### src/hw/rtl/ppmfd_pkg.sv
// shared widths, codes, reset values and types of the ppm frame decoder
package ppmfd_pkg;

   localparam int unsigned TIME_W           = 16;
   localparam int unsigned VALUE_W          = 16;
   localparam int unsigned CHAN_W           = 3;
   localparam int unsigned STATUS_W         = 2;
   localparam int unsigned CSR_INDEX_W      = 8;
   localparam int unsigned CSR_DATA_W       = 16;
   localparam int unsigned NUM_CHANNELS_DEF = 8;

   // result status codes
   localparam logic [STATUS_W-1:0] ST_SYNC   = 2'd0;
   localparam logic [STATUS_W-1:0] ST_STORED = 2'd1;
   localparam logic [STATUS_W-1:0] ST_REJECT = 2'd2;

   // register indexes
   localparam logic [CSR_INDEX_W-1:0] CSR_SYNC_GAP      = 8'd0;
   localparam logic [CSR_INDEX_W-1:0] CSR_MIN_WIDTH     = 8'd1;
   localparam logic [CSR_INDEX_W-1:0] CSR_MAX_WIDTH     = 8'd2;
   localparam logic [CSR_INDEX_W-1:0] CSR_CENTER_OFFSET = 8'd3;

   // register reset values
   localparam logic [TIME_W-1:0] SYNC_GAP_RST      = 16'd10000;
   localparam logic [TIME_W-1:0] MIN_WIDTH_RST     = 16'd400;
   localparam logic [TIME_W-1:0] MAX_WIDTH_RST     = 16'd4400;
   localparam logic [TIME_W-1:0] CENTER_OFFSET_RST = 16'd3000;

   typedef struct packed {
      logic [TIME_W-1:0] sync_gap;
      logic [TIME_W-1:0] min_width;
      logic [TIME_W-1:0] max_width;
      logic [TIME_W-1:0] center_offset;
   } cfg_type;

endpackage

### src/hw/rtl/ppmfd_if.sv
// channel interfaces of the ppm frame decoder: edge words, result words, register writes

interface ppmfd_req_if;
   import ppmfd_pkg::*;
   logic              valid;
   logic              ready;
   logic [TIME_W-1:0] capture_time;
   modport source (output valid, output capture_time, input ready);
   modport sink   (input valid, input capture_time, output ready);
endinterface

interface ppmfd_rsp_if;
   import ppmfd_pkg::*;
   logic                      valid;
   logic                      ready;
   logic [STATUS_W-1:0]       status;
   logic [CHAN_W-1:0]         channel;
   logic signed [VALUE_W-1:0] value;
   logic                      frame_done;
   modport source (output valid, output status, output channel, output value,
                   output frame_done, input ready);
   modport sink   (input valid, input status, input channel, input value,
                   input frame_done, output ready);
endinterface

interface ppmfd_csr_if;
   import ppmfd_pkg::*;
   logic                   valid;
   logic                   ready;
   logic [CSR_INDEX_W-1:0] index;
   logic [CSR_DATA_W-1:0]  data;
   modport source (output valid, output index, output data, input ready);
   modport sink   (input valid, input index, input data, output ready);
endinterface

### src/hw/rtl/ppmfd_csr.sv
// configuration registers of the ppm frame decoder
module ppmfd_csr (
   input  logic              clock,
   input  logic              reset,
   ppmfd_csr_if.sink         csr_chan,
   output ppmfd_pkg::cfg_type cfg
);
   import ppmfd_pkg::*;

   cfg_type cfg_ff;
   cfg_type cfg_in;

   assign csr_chan.ready = 1'b1;

   always_comb begin
      cfg_in = cfg_ff;
      if (csr_chan.valid) begin
         case (csr_chan.index)
            CSR_SYNC_GAP:      cfg_in.sync_gap      = csr_chan.data[TIME_W-1:0];
            CSR_MIN_WIDTH:     cfg_in.min_width     = csr_chan.data[TIME_W-1:0];
            CSR_MAX_WIDTH:     cfg_in.max_width     = csr_chan.data[TIME_W-1:0];
            CSR_CENTER_OFFSET: cfg_in.center_offset = csr_chan.data[TIME_W-1:0];
            default:           cfg_in = cfg_ff;
         endcase
      end
   end

   always_ff @(posedge clock) begin
      if (reset) begin
         cfg_ff.sync_gap      <= SYNC_GAP_RST;
         cfg_ff.min_width     <= MIN_WIDTH_RST;
         cfg_ff.max_width     <= MAX_WIDTH_RST;
         cfg_ff.center_offset <= CENTER_OFFSET_RST;
      end else begin
         cfg_ff <= cfg_in;
      end
   end

   assign cfg = cfg_ff;

endmodule

### src/hw/rtl/ppm_frame_decoder.sv
// top level of the ppm frame decoder: edge gap classification and channel position tracking
//
// req_chan carries one capture_time word per signal edge; rsp_chan returns exactly one
// result word per edge (status, channel, value, frame_done) in arrival order.
// csr_chan writes the four timing registers (sync gap, min width, max width, center
// offset) at indexes 0 to 3; other indexes are ignored. csr_chan is always ready. The
// user must see that registers are written only while no edge is in flight; the
// block itself does not enforce it. An accepted word passes through the input register
// and then the result register before it shows on rsp_chan. Throughput: one word per
// cycle while rsp_chan does not stall, set by the single subtract-and-compare step
// between the input register and the result register, which also updates the previous
// capture and the channel position. Reset clears the previous capture and the position
// to zero, loads the register defaults and empties both pipeline registers. When the
// receiver stalls, the result register holds its word, one more edge waits in the input
// register, and then req_chan.ready drops until rsp_chan takes the held word.
module ppm_frame_decoder #(
   parameter int unsigned NumChannels = ppmfd_pkg::NUM_CHANNELS_DEF
) (
   input  logic         clock,
   input  logic         reset,
   ppmfd_req_if.sink    req_chan,
   ppmfd_rsp_if.source  rsp_chan,
   ppmfd_csr_if.sink    csr_chan
);
   import ppmfd_pkg::*;

   localparam int unsigned PosW = (NumChannels > 1) ? $clog2(NumChannels) : 1;
   localparam logic [PosW-1:0] LastPos = PosW'(NumChannels - 1);

   cfg_type cfg;

   ppmfd_csr u_csr (
      .clock    (clock),
      .reset    (reset),
      .csr_chan (csr_chan),
      .cfg      (cfg)
   );

   // input register
   logic              s1_valid_ff;
   logic [TIME_W-1:0] s1_time_ff;

   // decoder state
   logic [TIME_W-1:0] last_time_ff;
   logic [PosW-1:0]   pos_ff;
   logic [PosW-1:0]   pos_in;

   // result register
   logic                      out_valid_ff;
   logic [STATUS_W-1:0]       out_status_ff;
   logic [STATUS_W-1:0]       out_status_in;
   logic [CHAN_W-1:0]         out_channel_ff;
   logic [CHAN_W-1:0]         out_channel_in;
   logic signed [VALUE_W-1:0] out_value_ff;
   logic signed [VALUE_W-1:0] out_value_in;
   logic                      out_done_ff;
   logic                      out_done_in;

   logic              out_adv;
   logic              s1_go;
   logic              in_take;
   logic [TIME_W-1:0] gap;
   logic              is_sync;
   logic              is_pulse;
   logic              last_slot;

   assign out_adv = !out_valid_ff || rsp_chan.ready;
   assign s1_go   = s1_valid_ff && out_adv;
   assign in_take = !s1_valid_ff || out_adv;

   assign req_chan.ready = in_take;

   // modulo 2^16 gap since the previous edge
   assign gap       = s1_time_ff - last_time_ff;
   assign is_sync   = gap > cfg.sync_gap;
   assign is_pulse  = (gap > cfg.min_width) && (gap < cfg.max_width);
   assign last_slot = pos_ff == LastPos;

   always_comb begin
      pos_in         = '0;
      out_status_in  = ST_REJECT;
      out_channel_in = '0;
      out_value_in   = '0;
      out_done_in    = 1'b0;
      if (is_sync) begin
         out_status_in = ST_SYNC;
      end else if (is_pulse) begin
         out_status_in  = ST_STORED;
         out_channel_in = CHAN_W'(pos_ff);
         out_value_in   = VALUE_W'(gap - cfg.center_offset);
         out_done_in    = last_slot;
         pos_in         = last_slot ? '0 : pos_ff + 1'b1;
      end
   end

   always_ff @(posedge clock) begin
      if (reset) begin
         s1_valid_ff <= 1'b0;
      end else if (in_take) begin
         s1_valid_ff <= req_chan.valid;
      end
   end

   always_ff @(posedge clock) begin
      if (in_take && req_chan.valid) begin
         s1_time_ff <= req_chan.capture_time;
      end
   end

   always_ff @(posedge clock) begin
      if (reset) begin
         last_time_ff <= '0;
         pos_ff       <= '0;
      end else if (s1_go) begin
         last_time_ff <= s1_time_ff;
         pos_ff       <= pos_in;
      end
   end

   always_ff @(posedge clock) begin
      if (reset) begin
         out_valid_ff <= 1'b0;
      end else if (out_adv) begin
         out_valid_ff <= s1_valid_ff;
      end
   end

   always_ff @(posedge clock) begin
      if (s1_go) begin
         out_status_ff  <= out_status_in;
         out_channel_ff <= out_channel_in;
         out_value_ff   <= out_value_in;
         out_done_ff    <= out_done_in;
      end
   end

   assign rsp_chan.valid      = out_valid_ff;
   assign rsp_chan.status     = out_status_ff;
   assign rsp_chan.channel    = out_channel_ff;
   assign rsp_chan.value      = out_value_ff;
   assign rsp_chan.frame_done = out_done_ff;

endmodule

### src/flat_wrapper.sv
// flat-port wrapper written by rule: the top's interface ports become plain ports
module ppm_frame_decoder_flat import ppmfd_pkg::*;
#(
   parameter int unsigned NumChannels = ppmfd_pkg::NUM_CHANNELS_DEF
)
  (clock, reset, req_chan_valid, req_chan_capture_time, req_chan_ready, rsp_chan_valid, rsp_chan_status, rsp_chan_channel, rsp_chan_value, rsp_chan_frame_done, rsp_chan_ready, csr_chan_valid, csr_chan_index, csr_chan_data, csr_chan_ready);
  ppmfd_req_if req_chan_i ();
  ppmfd_rsp_if rsp_chan_i ();
  ppmfd_csr_if csr_chan_i ();
  input  logic clock;
  input  logic reset;
  input wire logic [$bits(req_chan_i.valid)-1:0] req_chan_valid;
  input wire logic [$bits(req_chan_i.capture_time)-1:0] req_chan_capture_time;
  output wire logic [$bits(req_chan_i.ready)-1:0] req_chan_ready;
  output wire logic [$bits(rsp_chan_i.valid)-1:0] rsp_chan_valid;
  output wire logic [$bits(rsp_chan_i.status)-1:0] rsp_chan_status;
  output wire logic [$bits(rsp_chan_i.channel)-1:0] rsp_chan_channel;
  output wire logic [$bits(rsp_chan_i.value)-1:0] rsp_chan_value;
  output wire logic [$bits(rsp_chan_i.frame_done)-1:0] rsp_chan_frame_done;
  input wire logic [$bits(rsp_chan_i.ready)-1:0] rsp_chan_ready;
  input wire logic [$bits(csr_chan_i.valid)-1:0] csr_chan_valid;
  input wire logic [$bits(csr_chan_i.index)-1:0] csr_chan_index;
  input wire logic [$bits(csr_chan_i.data)-1:0] csr_chan_data;
  output wire logic [$bits(csr_chan_i.ready)-1:0] csr_chan_ready;
  assign req_chan_i.valid = req_chan_valid;
  assign req_chan_i.capture_time = req_chan_capture_time;
  assign req_chan_ready = req_chan_i.ready;
  assign rsp_chan_valid = rsp_chan_i.valid;
  assign rsp_chan_status = rsp_chan_i.status;
  assign rsp_chan_channel = rsp_chan_i.channel;
  assign rsp_chan_value = rsp_chan_i.value;
  assign rsp_chan_frame_done = rsp_chan_i.frame_done;
  assign rsp_chan_i.ready = rsp_chan_ready;
  assign csr_chan_i.valid = csr_chan_valid;
  assign csr_chan_i.index = csr_chan_index;
  assign csr_chan_i.data = csr_chan_data;
  assign csr_chan_ready = csr_chan_i.ready;
  ppm_frame_decoder #(.NumChannels(NumChannels)) u_core (.clock(clock), .reset(reset), .req_chan(req_chan_i), .rsp_chan(rsp_chan_i), .csr_chan(csr_chan_i));
endmodule
### config.mk
export PLATFORM = sky130hd
export DESIGN_NAME = ppm_frame_decoder_flat
export DESIGN_NICKNAME = d
export VERILOG_FILES = /design/src/hw/rtl/ppmfd_pkg.sv /design/src/hw/rtl/ppmfd_if.sv /design/src/hw/rtl/ppmfd_csr.sv /design/src/hw/rtl/ppm_frame_decoder.sv /design/src/flat_wrapper.sv
export SDC_FILE = /design/constraint.sdc
export NUM_CORES = 1
export LEC_CHECK = 0
export BUFFER_PORTS_ARGS = -buffer_cell sky130_fd_sc_hd__buf_2
export CORE_ASPECT_RATIO = 1.1
export CORE_MARGIN = 5
export CORE_UTILIZATION = 50
export CTS_BUF_LIST = sky130_fd_sc_hd__clkbuf_8 sky130_fd_sc_hd__clkbuf_16
export CTS_CLUSTER_SIZE = 30
export DETAILED_ROUTE_END_ITERATION = 10
export PLACE_DENSITY = 0.82
export SYNTH_ARGS = -nofsm -noshare
export SYNTH_HDL_FRONTEND = slang
export SYNTH_HIERARCHICAL = 1
export SYNTH_SLANG_ARGS = --single-unit
### constraint.sdc
create_clock -name clock -period 4.2 [get_ports clock]
set_input_delay 0.21 -clock clock [delete_from_list [all_inputs] [get_ports clock]]
set_output_delay 0.21 -clock clock [all_outputs]
set_load 0.05 [all_outputs]
---- After elaboration in Yosys (flattened, before gate mapping) ----
Index checks and enable logic that the tools add are counted.
storage, ports and cells
  register bits ........................... 123
  bits of input ports ..................... 45
  output and inout port bits .............. 25
  word-level logic and storage cells ...... 41
operators by class
  $add $sub $neg .......................... 3
  order comparisons ....................... 3
  eq/ne operators ......................... 4
  multiplexer cells ....................... 4
  bitwise logic cells ..................... 1
  reduce and logical (&&, ||, !) cells .... 13
operator list
  cell                                                 number
  > comparator 16 bit                                  2
  subtractor 16 bit                                    2
  equality test 8 x 2 -> 1 bit, second input constant  2
  < comparator 16 bit                                  1
  2-to-1 mux 3 bit                                     3
  equality test 8 x 1 -> 1 bit, second input constant  1
  zero test 8 bit                                      1
  AND reduction 2 bit                                  4
  adder 3 x 1 -> 3 bit, second input constant          1
  equality test 3 bit, second input constant           1
  logical AND 1 bit                                    3
  zero test 1 bit                                      2
  logical OR 1 bit                                     2
  2-to-1 mux 2 bit                                     1
  OR reduction 2 bit                                   1
  NOT 1 bit                                            1

---- Longest topological paths before layout ----
Gate-level depths: netlist of run 1.
  word-level depth ........................ 5
  gate-level depth with buffers ........... 19
  mapped depth without buffers ............ 18

---- By module ----
The synthesis of run 1 kept the hierarchy.
by module, submodules not included
  module             times used  cells each  area each (um^2)  seq. area each (um^2)
  ppm_frame_decoder  1           557         4802.1            1561.5
  ppmfd_csr          1           241         2631.3            1281.2

---- Least setup slack after synthesis of run 1 ----
Ideal clock, no wire load.
  path type ............................... reg2reg
  start ................................... register u_core.s1_time_ff[0]
  end ..................................... register u_core.out_value_ff[13] (netlist: u_core/rsp_chan.value[13]), data pin
  library setup time ...................... 266 ps
  arrival ................................. 3803 ps
  required time ........................... 3934 ps
  slack ................................... 131 ps
  stages on the path, launching flop included .. 20
  path buffers ............................ 1
  period minus slack after synthesis ...... 4069 ps
  cell sequence ........................... edfxtp_1 > inv_1 > ha_1 > fa_1 > nor2b_1 > o21ai_0 > a21oi_1 > o211ai_1 > nand2_1 > a21oi_1 > o311ai_0 > ha_1 > a21oi_1 > nand2_1 > a221oi_1 > nor2_1 > o21a_1 > nand3_2 > clkbuf_1 > nor2_1
on the way
  cells in the longest elaborated chain, start to end .. 5
  elaborated cells on any way between the ends .. 8
  those cells by class .................... 2 x add/sub; 3 x order compare; 1 x bitwise; 2 x reduce/logical
RTL lines
  item                                                        RTL line                  source
  from (decl)                                                 ppm_frame_decoder.sv:41   logic [TIME_W-1:0] s1_time_ff;
  from (signal assigned)                                      ppm_frame_decoder.sv:106  s1_time_ff <= req_chan.capture_time;
  subtractor 16 bit *                                         ppm_frame_decoder.sv:74   assign gap = s1_time_ff - last_time_ff;
  > comparator 16 bit or < comparator 16 bit (tied branches)  ppm_frame_decoder.sv:76   assign is_pulse = (gap > cfg.min_width) && (gap < cfg.max_width);
  logical AND 1 bit                                           ppm_frame_decoder.sv:76
  NOT 1 bit (no source line)                                  --
  OR reduction 2 bit (no source line)                         --
  to (signal assigned)                                        ppm_frame_decoder.sv:132  out_value_ff <= out_value_in;
  to (decl)                                                   ppm_frame_decoder.sv:54   logic signed [VALUE_W-1:0] out_value_ff;
Every way passes the cells marked *; elsewhere a longest branch is shown, timed or not.
A chain may end at the register's enable or synchronous reset.

---- Worst setup path after layout of run 1 ----
  start ................................... register u_core.s1_time_ff[0]
  end ..................................... register u_core.out_value_ff[9] (netlist: u_core/rsp_chan.value[9]), data pin
Same word-level chain as after synthesis.

==> metrics.txt, run 1 <==
final worst slack 82.3 ps; EDFF count, synth 38; DP Wirelength 12,000 µm; clock latency at the later pin of the worst-skew pair 420 ps; post-synthesis cell count 798; uppermost layer routed met4; final clock skew 5.58 ps; largest net degree at the start of global routing 65; Max Buffers Root-to-Sink 2; share of layout cells above drive strength 1 0.170; Crit. End Element register; WHS 19.4 ps; Final setup viols 0; Die Area 0.0174 mm²; area grow syn2layout 19.0%; Post-Place Cell Area 0.00797 mm²; final std cells w/o fill 1,106; Worst slew margin 0.242; DRC Markers 0; synthesized cell area 0.00743 mm²; number of warnings issued by yosys 6; min cycle time layout 4120 ps; share of synthesized registers carrying an async set or reset 0; first-pass iteration count of the detailed router 5; Synth Flop Type dfxtp_1; final instance area 0.00884 mm²; RSZ-0062 raised after global routing yes; antenna violations before repair 0; number of DRC markers in iteration 0 326; PD cells 389 mW/mm²; met2 wire len 8610 µm; synth top area cells dfxtp_1, edfxtp_1, ha_1; startpoint types register; met1 wire length 6940 µm; CTS HTree Levels 4; leakage power 3.82 nW; WP data required 4480 ps; CTS root buffer clkbuf_16; top-area cell type share of the netlist area 0.229; DR vias 5,897; grt ovf 0; die width 126 µm; syn_area_per_cell 9.32 µm²; DR vias/cell 5.33; Layout Utilization 0.610; Max Fanout on Critical Path 8; drt total wl 16,900 µm; critical path type reg2reg; RD Place Congestion 0.931; register area share after synthesis 0.382; std cell rows 46; core area 0.0145 mm²; Starting Density 0.513; worst slew pin tran 1140 ps; clk sinks 123; CP max stage delay 390 ps; global-route usage over all layers 0.193; Slew Viols, Final 0; # diodes 0; cell taking the most area after synthesis dfxtp_1; endpoints failing hold 0; Mapped Nets 924; max-cap check violation count 0; first-pass GRT wire length 26,800 µm; Tcrit/Tclk final 0.980; wire length on met3 902 µm; CP max stage cell ha_1; worst-path cell chain inv_1 > ha_2 > fa_2 > nor2b_1 > o21ai_1 > a21oi_2 > o211ai_1 > a211oi_2 > buf_4 > o211ai_1 > o2111ai_2 > ha_1 > nand3_2 > or3_1 > or3_1 > o21ai_2 > nand3_4 > buf_6 > nor2_2; VDD IR max 0.000305 V; io pins 70; #FFs+latches synth 123; fin nets 1,027; clock buffer count from CTS 17; Setup TNS Final 0 ps; ANT nets after route 0; type of the worst min-delay path in2reg; routed length per placed instance 15.3 µm; dpl cells 1,052; CTS tree done; DIE HEIGHT 138 µm; number of global-route vias before repair 5,651; Arrival @ worst endpoint 4400 ps; setup slack after placement -124 ps; Total Power 3.44 mW; count of different cell masters after synthesis 65; port bufs 68; CTS clk-pin slew, worst paths 50 ps; f_max 243 MHz; run status finished clean
-- sequential cells by signal, indices dropped and copies added, names as in the netlist --
register / count
u_core/rsp_chan.channel: 3
u_core/rsp_chan.valid: 1
u_core/s1_valid_ff: 1
u_core/u_csr/cfg: 64
u_core/rsp_chan.status: 2
u_core/last_time_ff: 16
u_core/rsp_chan.frame_done: 1
u_core/pos_ff: 3
u_core/s1_time_ff: 16
u_core/rsp_chan.value: 16
-- cells in the final DEF (no fill, tap or decap), drive strengths merged, types with 3 or more instances in the layout --
| cell type | instances |
|---|---|
| clkbuf | 18 |
| clkinv | 10 |
| nor4 | 3 |
| nor2b | 9 |
| nand2b | 62 |
| ha | 79 |
| dlygate4sd3 | 16 |
| nand2 | 54 |
| a31oi | 4 |
| a21boi | 4 |
| nand4 | 15 |
| a21oi | 56 |
| o21a | 9 |
| xor2 | 7 |
| mux2i | 64 |
| a211oi | 8 |
| nor3 | 11 |
| nor2 | 70 |
| nand4b | 4 |
| and3 | 5 |
| o21ai | 22 |
| edfxtp | 38 |
| dfxtp | 85 |
| xnor2 | 9 |
| o211ai | 6 |
| inv | 100 |
| nand3 | 9 |
| a21o | 4 |
| or3 | 5 |
| a211o | 3 |
| buf | 93 |
-- final timing paths --
kind,from,end,slack (ps),cells past startpoint
max,u_core/s1_time_ff[0]$_DFFE_PP_,u_core/rsp_chan.value[9]$_SDFFCE_PP0P_,80,19
max reg2reg,u_core/s1_time_ff[0]$_DFFE_PP_,u_core/rsp_chan.value[9]$_SDFFCE_PP0P_,80,19
min,req_chan_valid,u_core/s1_valid_ff$_SDFFE_PP0N_,20,3
min reg2reg,u_core/last_time_ff[4]$_SDFFE_PP0P_,u_core/last_time_ff[4]$_SDFFE_PP0P_,450,2
-- logic make-up after synthesis --
kind of cell,count (synthesis),synth area share
flops,123,0.382
fa+ha+maj,81,0.138
simple gates,256,0.182
mux,64,0.0862
other cells,1,0.000504
buf+inv,124,0.0774
compound gates,132,0.111
xor+xnor,17,0.0219
-- worst max-delay path: cells and delay by family, from the launching register on --
kind	cells	cell delay (ps)
AO/OA/AOI/OAI	7	1290
adder cells (fa/ha/maj)	3	800
buffers and inverters	3	440
flip-flops	1	380
AND/OR/NAND/NOR	6	1070
-- where the power goes --
| group | internal (mW) | leakage (nW) | switching, mW | total, mW |
|---|---|---|---|---|
| Combinational | 0.347 | 2.49 | 0.507 | 0.854 |
| Sequential | 1.27 | 1.05 | 0.0147 | 1.28 |
| Clock | 0.805 | 0.275 | 0.500 | 1.31 |
| Total | 2.42 | 3.82 | 1.02 | 3.44 |
-- synthesized netlist by cell type, types with 2 or more instances --
| cell | number |
|---|---|
| inv_1 | 97 |
| dfxtp_1 | 85 |
| ha_1 | 79 |
| nor2_1 | 70 |
| mux2i_1 | 64 |
| nand2b_1 | 62 |
| a21oi_1 | 56 |
| nand2_1 | 54 |
| edfxtp_1 | 38 |
| o21ai_0 | 21 |
| clkbuf_1 | 16 |
| nand4_1 | 13 |
| nor3_1 | 10 |
| o21a_1 | 9 |
| xnor2_1 | 9 |
| nor2b_1 | 8 |
| a211oi_1 | 7 |
| nand3_1 | 7 |
| xor2_1 | 7 |
| buf_6 | 6 |
| o211ai_1 | 6 |
| or3_1 | 5 |
| a21boi_0 | 4 |
| a31oi_1 | 4 |
| and3_1 | 4 |
| nand4b_1 | 4 |
| a211o_1 | 3 |
| a21o_1 | 3 |
| nor4_1 | 3 |
| a2111oi_0 | 2 |
| a221oi_1 | 2 |
| and2_1 | 2 |
| buf_12 | 2 |
| fa_1 | 2 |
| o21bai_1 | 2 |
| o31a_1 | 2 |
| o31ai_1 | 2 |
-- layer usage --
metal | up-vias | track usage
met4 | 0 | 0.0900
met3 | 35 | 0.0416
li1 | 2953 | -
met1 | 2737 | 0.220
met2 | 172 | 0.346
met5 | - | 0
-- final cells by class --
class                   instances  area (µm²)
inverters                      98         368
flip-flops and latches        123        2840
fillers                      1186        5660
multi-input cells             552        4150
clock buffers                  18         439
well taps                     192         240
clock inverters                14        90.1
repair buffers                109         709
-- what timing repair did --
action                                  in CTS  in global routing
hold buffers                                16                  0
gates resized for setup                      4                 29
endpoints found under the setup margin      14                 25
pin swaps                                    1                 18
endpoints found under the hold margin       16                  0
cloned                                       0                  2
setup buffers                                0                  4
(Power assumes the default switching activity.)
==> run 2, diff against run 1 <==
--- a/config.mk
+++ b/config.mk
@@ -5,14 +5,14 @@
 export SDC_FILE = /design/constraint.sdc
 export NUM_CORES = 1
 export LEC_CHECK = 0
-export BUFFER_PORTS_ARGS = -buffer_cell sky130_fd_sc_hd__buf_2
 export CORE_ASPECT_RATIO = 1.1
 export CORE_MARGIN = 5
 export CORE_UTILIZATION = 50
 export CTS_BUF_LIST = sky130_fd_sc_hd__clkbuf_8 sky130_fd_sc_hd__clkbuf_16
 export CTS_CLUSTER_SIZE = 30
 export DETAILED_ROUTE_END_ITERATION = 10
-export PLACE_DENSITY = 0.82
+export DONT_BUFFER_PORTS = 1
+export PLACE_DENSITY = 0.75
 export SYNTH_ARGS = -nofsm -noshare
 export SYNTH_HDL_FRONTEND = slang
 export SYNTH_HIERARCHICAL = 1
==> constraint.sdc (replaced) <==
create_clock -name clock -period 4.7 [get_ports clock]
set_input_delay 0.235 -clock clock [delete_from_list [all_inputs] [get_ports clock]]
set_output_delay 0.235 -clock clock [all_outputs]
set_load 0.05 [all_outputs]
==> run 2 against run 1 <==
  * Final area decreased by 4.1%
  * Clock power hardly changed
  * Sequential share of layout area grew 1.4 points
  * Core utilization shrank 2.5 points
  * Routed wire length up 0.98%
  * Critical path type unchanged
  * Largest cell class unchanged
==> metrics.txt, run 2 (synthesized netlist as in run 1, its figures left out) <==
min cycle time layout 4380 ps (+263 ps); setup slack after placement 39.7 ps (+164 ps); Total Power 3.13 mW (-8.9%); area grow syn2layout 14.1%; clock latency at the later pin of the worst-skew pair 420 ps (about the same); Slew Viols, Final 0 (unchanged); startpoint types register; die width 126 µm (unchanged); Max Buffers Root-to-Sink 2 (unchanged); Tcrit/Tclk final 0.932 (-0.0484); core area 0.0145 mm² (unchanged); Crit. End Element register; clock buffer count from CTS 17 (unchanged); endpoints failing hold 0 (unchanged); CTS HTree Levels 4 (unchanged); routed length per placed instance 16.5 µm (+7.7%); WP data required 4920 ps (+440 ps); leakage power 3.57 nW (-6.5%); ANT nets after route 0 (unchanged); CTS root buffer clkbuf_16; # diodes 0 (unchanged); f_max 228 MHz (-6.0%); global-route usage over all layers 0.202 (+0.00924); Final setup viols 0 (unchanged); DRC Markers 0 (unchanged); PD cells 369 mW/mm² (-5.1%); first-pass iteration count of the detailed router 5 (unchanged); worst slew pin tran 1150 ps (+13.5 ps); number of global-route vias before repair 5,447 (-3.6%); max reg flops 64 (unchanged); DP Wirelength 11,800 µm (-1.6%); Fill cells 1,251 (+5.5%); run status finished clean; met1 Resource Use GR 0.241 (+0.0204); critical path type reg2reg; Worst slew margin 0.233 (-0.00901); Max Fanout on Critical Path 10 (+2); io pins 70 (unchanged); largest net degree at the start of global routing 77 (+18%); Die Area 0.0174 mm² (unchanged); worst-path cell chain inv_1 > ha_1 > fa_1 > nor2b_1 > o21ai_0 > a21oi_1 > o211ai_1 > a211oi_2 > nand4b_1 > o2111ai_2 > ha_1 > nand3_1 > or3_1 > or3_1 > o21ai_2 > nand3_4 > a221oi_1; type of the worst min-delay path in2reg; grt ovf 0 (unchanged); share of layout cells above drive strength 1 0.0675 (-0.102); CP max stage delay 410 ps (+20 ps); fin nets 958 (-6.7%); number of DRC markers in iteration 0 362 (+11%); Multi-input gate area 0.00404 mm² (-2.7%); DR vias 5,644 (-4.3%); CTS clk-pin slew, worst paths 50 ps (about the same); max-cap check violation count 0 (unchanged); CP max stage cell fa_1; port bufs 0 (-100%); Arrival @ worst endpoint 4600 ps (+200 ps); Starting Density 0.513 (unchanged); final std cells w/o fill 1,037 (-6.2%); gr busiest metal met2; final clock skew 6.18 ps (+0.603 ps); grt met3 use 0.0482 (+0.00655); register area 0.00284 mm² (unchanged); DR vias/cell 5.44 (+2.1%); drt total wl 17,100 µm (+0.98%); RD Place Congestion 0.888 (-4.7%); VDD IR max 0.000274 V (-10%); Layout Utilization 0.585 (-0.0249); antenna violations before repair 0 (unchanged); clk sinks 123 (unchanged); first-pass GRT wire length 27,400 µm (+2.4%); std cell rows 46 (unchanged); commonest non-fill, non-tap cell in the layout inv_1; final worst slack 320 ps (+237 ps); commonest cells after routing, fill and taps aside inv_1, dfxtp_1, ha_1; dpl cells 974 (-7.4%); CTS tree done; met2 track demand over resource 0.350 (+0.00473); DIE HEIGHT 138 µm (unchanged)
==> run 2: path summary, 6_finish.rpt <==
path | end | slack (ps) | cells past startpoint | start
max reg2reg | u_core/rsp_chan.value[6]$_SDFFCE_PP0P_ | 320 | 17 | u_core/s1_time_ff[0]$_DFFE_PP_
max | u_core/rsp_chan.value[6]$_SDFFCE_PP0P_ | 320 | 17 | u_core/s1_time_ff[0]$_DFFE_PP_
min | u_core/u_csr/cfg[58]$_SDFFE_PP1P_ | 7 | 2 | csr_chan_data[10]
min reg2reg | u_core/last_time_ff[10]$_SDFFE_PP0P_ | 460 | 2 | u_core/last_time_ff[10]$_SDFFE_PP0P_
==> run 2: per-stage QoR <==
| stage | hold slack, ps | instance area (µm²) | TNS [ps] |
|---|---|---|---|
| finish | 7.45 | 8480 | 0 |
| global route | 14.3 | 8480 | -39.1 |
| CTS | 0.910 | 8430 | 0 |
| detailed placement | 313 | 7540 | 0 |
| global placement | 311 | 7540 | 0 |
| floorplan | 304 | 7430 | 0 |
==> run 2: where the power goes <==
part / leakage (nW) / switching, mW / internal, mW
logic: 2.20 / 0.358 / 0.269
registers: 1.05 / 0.0612 / 1.13
clock network: 0.315 / 0.454 / 0.858
total: 3.57 / 0.873 / 2.26
==> run 2: routing by layer <==
metal,wire [µm],share of wire
met1,7270,0.43
met2,8500,0.50
met3,810,0.047
met4,520,0.030
met5,0,0
==> run 2: cell type report <==
cell class | count | area share
multi-input combinational | 551 | 0.476
inverter | 98 | 0.0434
clock buffer | 21 | 0.0593
clock inverter | 11 | 0.0119
timing repair buffer | 41 | 0.0454
tap | 192 | 0.0283
sequential | 123 | 0.335
==> run 2: worst max-delay path, delay by kind of cell (launching register included) <==
family / cells / cell delay, ps
fa+ha+maj: 3 / 1010
compound gates: 7 / 1460
simple gates: 6 / 1330
buf+inv: 1 / 50
flops: 1 / 340
==> run 2: repair_timing <==
item,4_1_cts,5_1_grt
resized for setup,0,6
buffers inserted,0,4
endpoints found under the setup margin,0,21
endpoints found under the hold margin,55,0
hold buffers,27,0
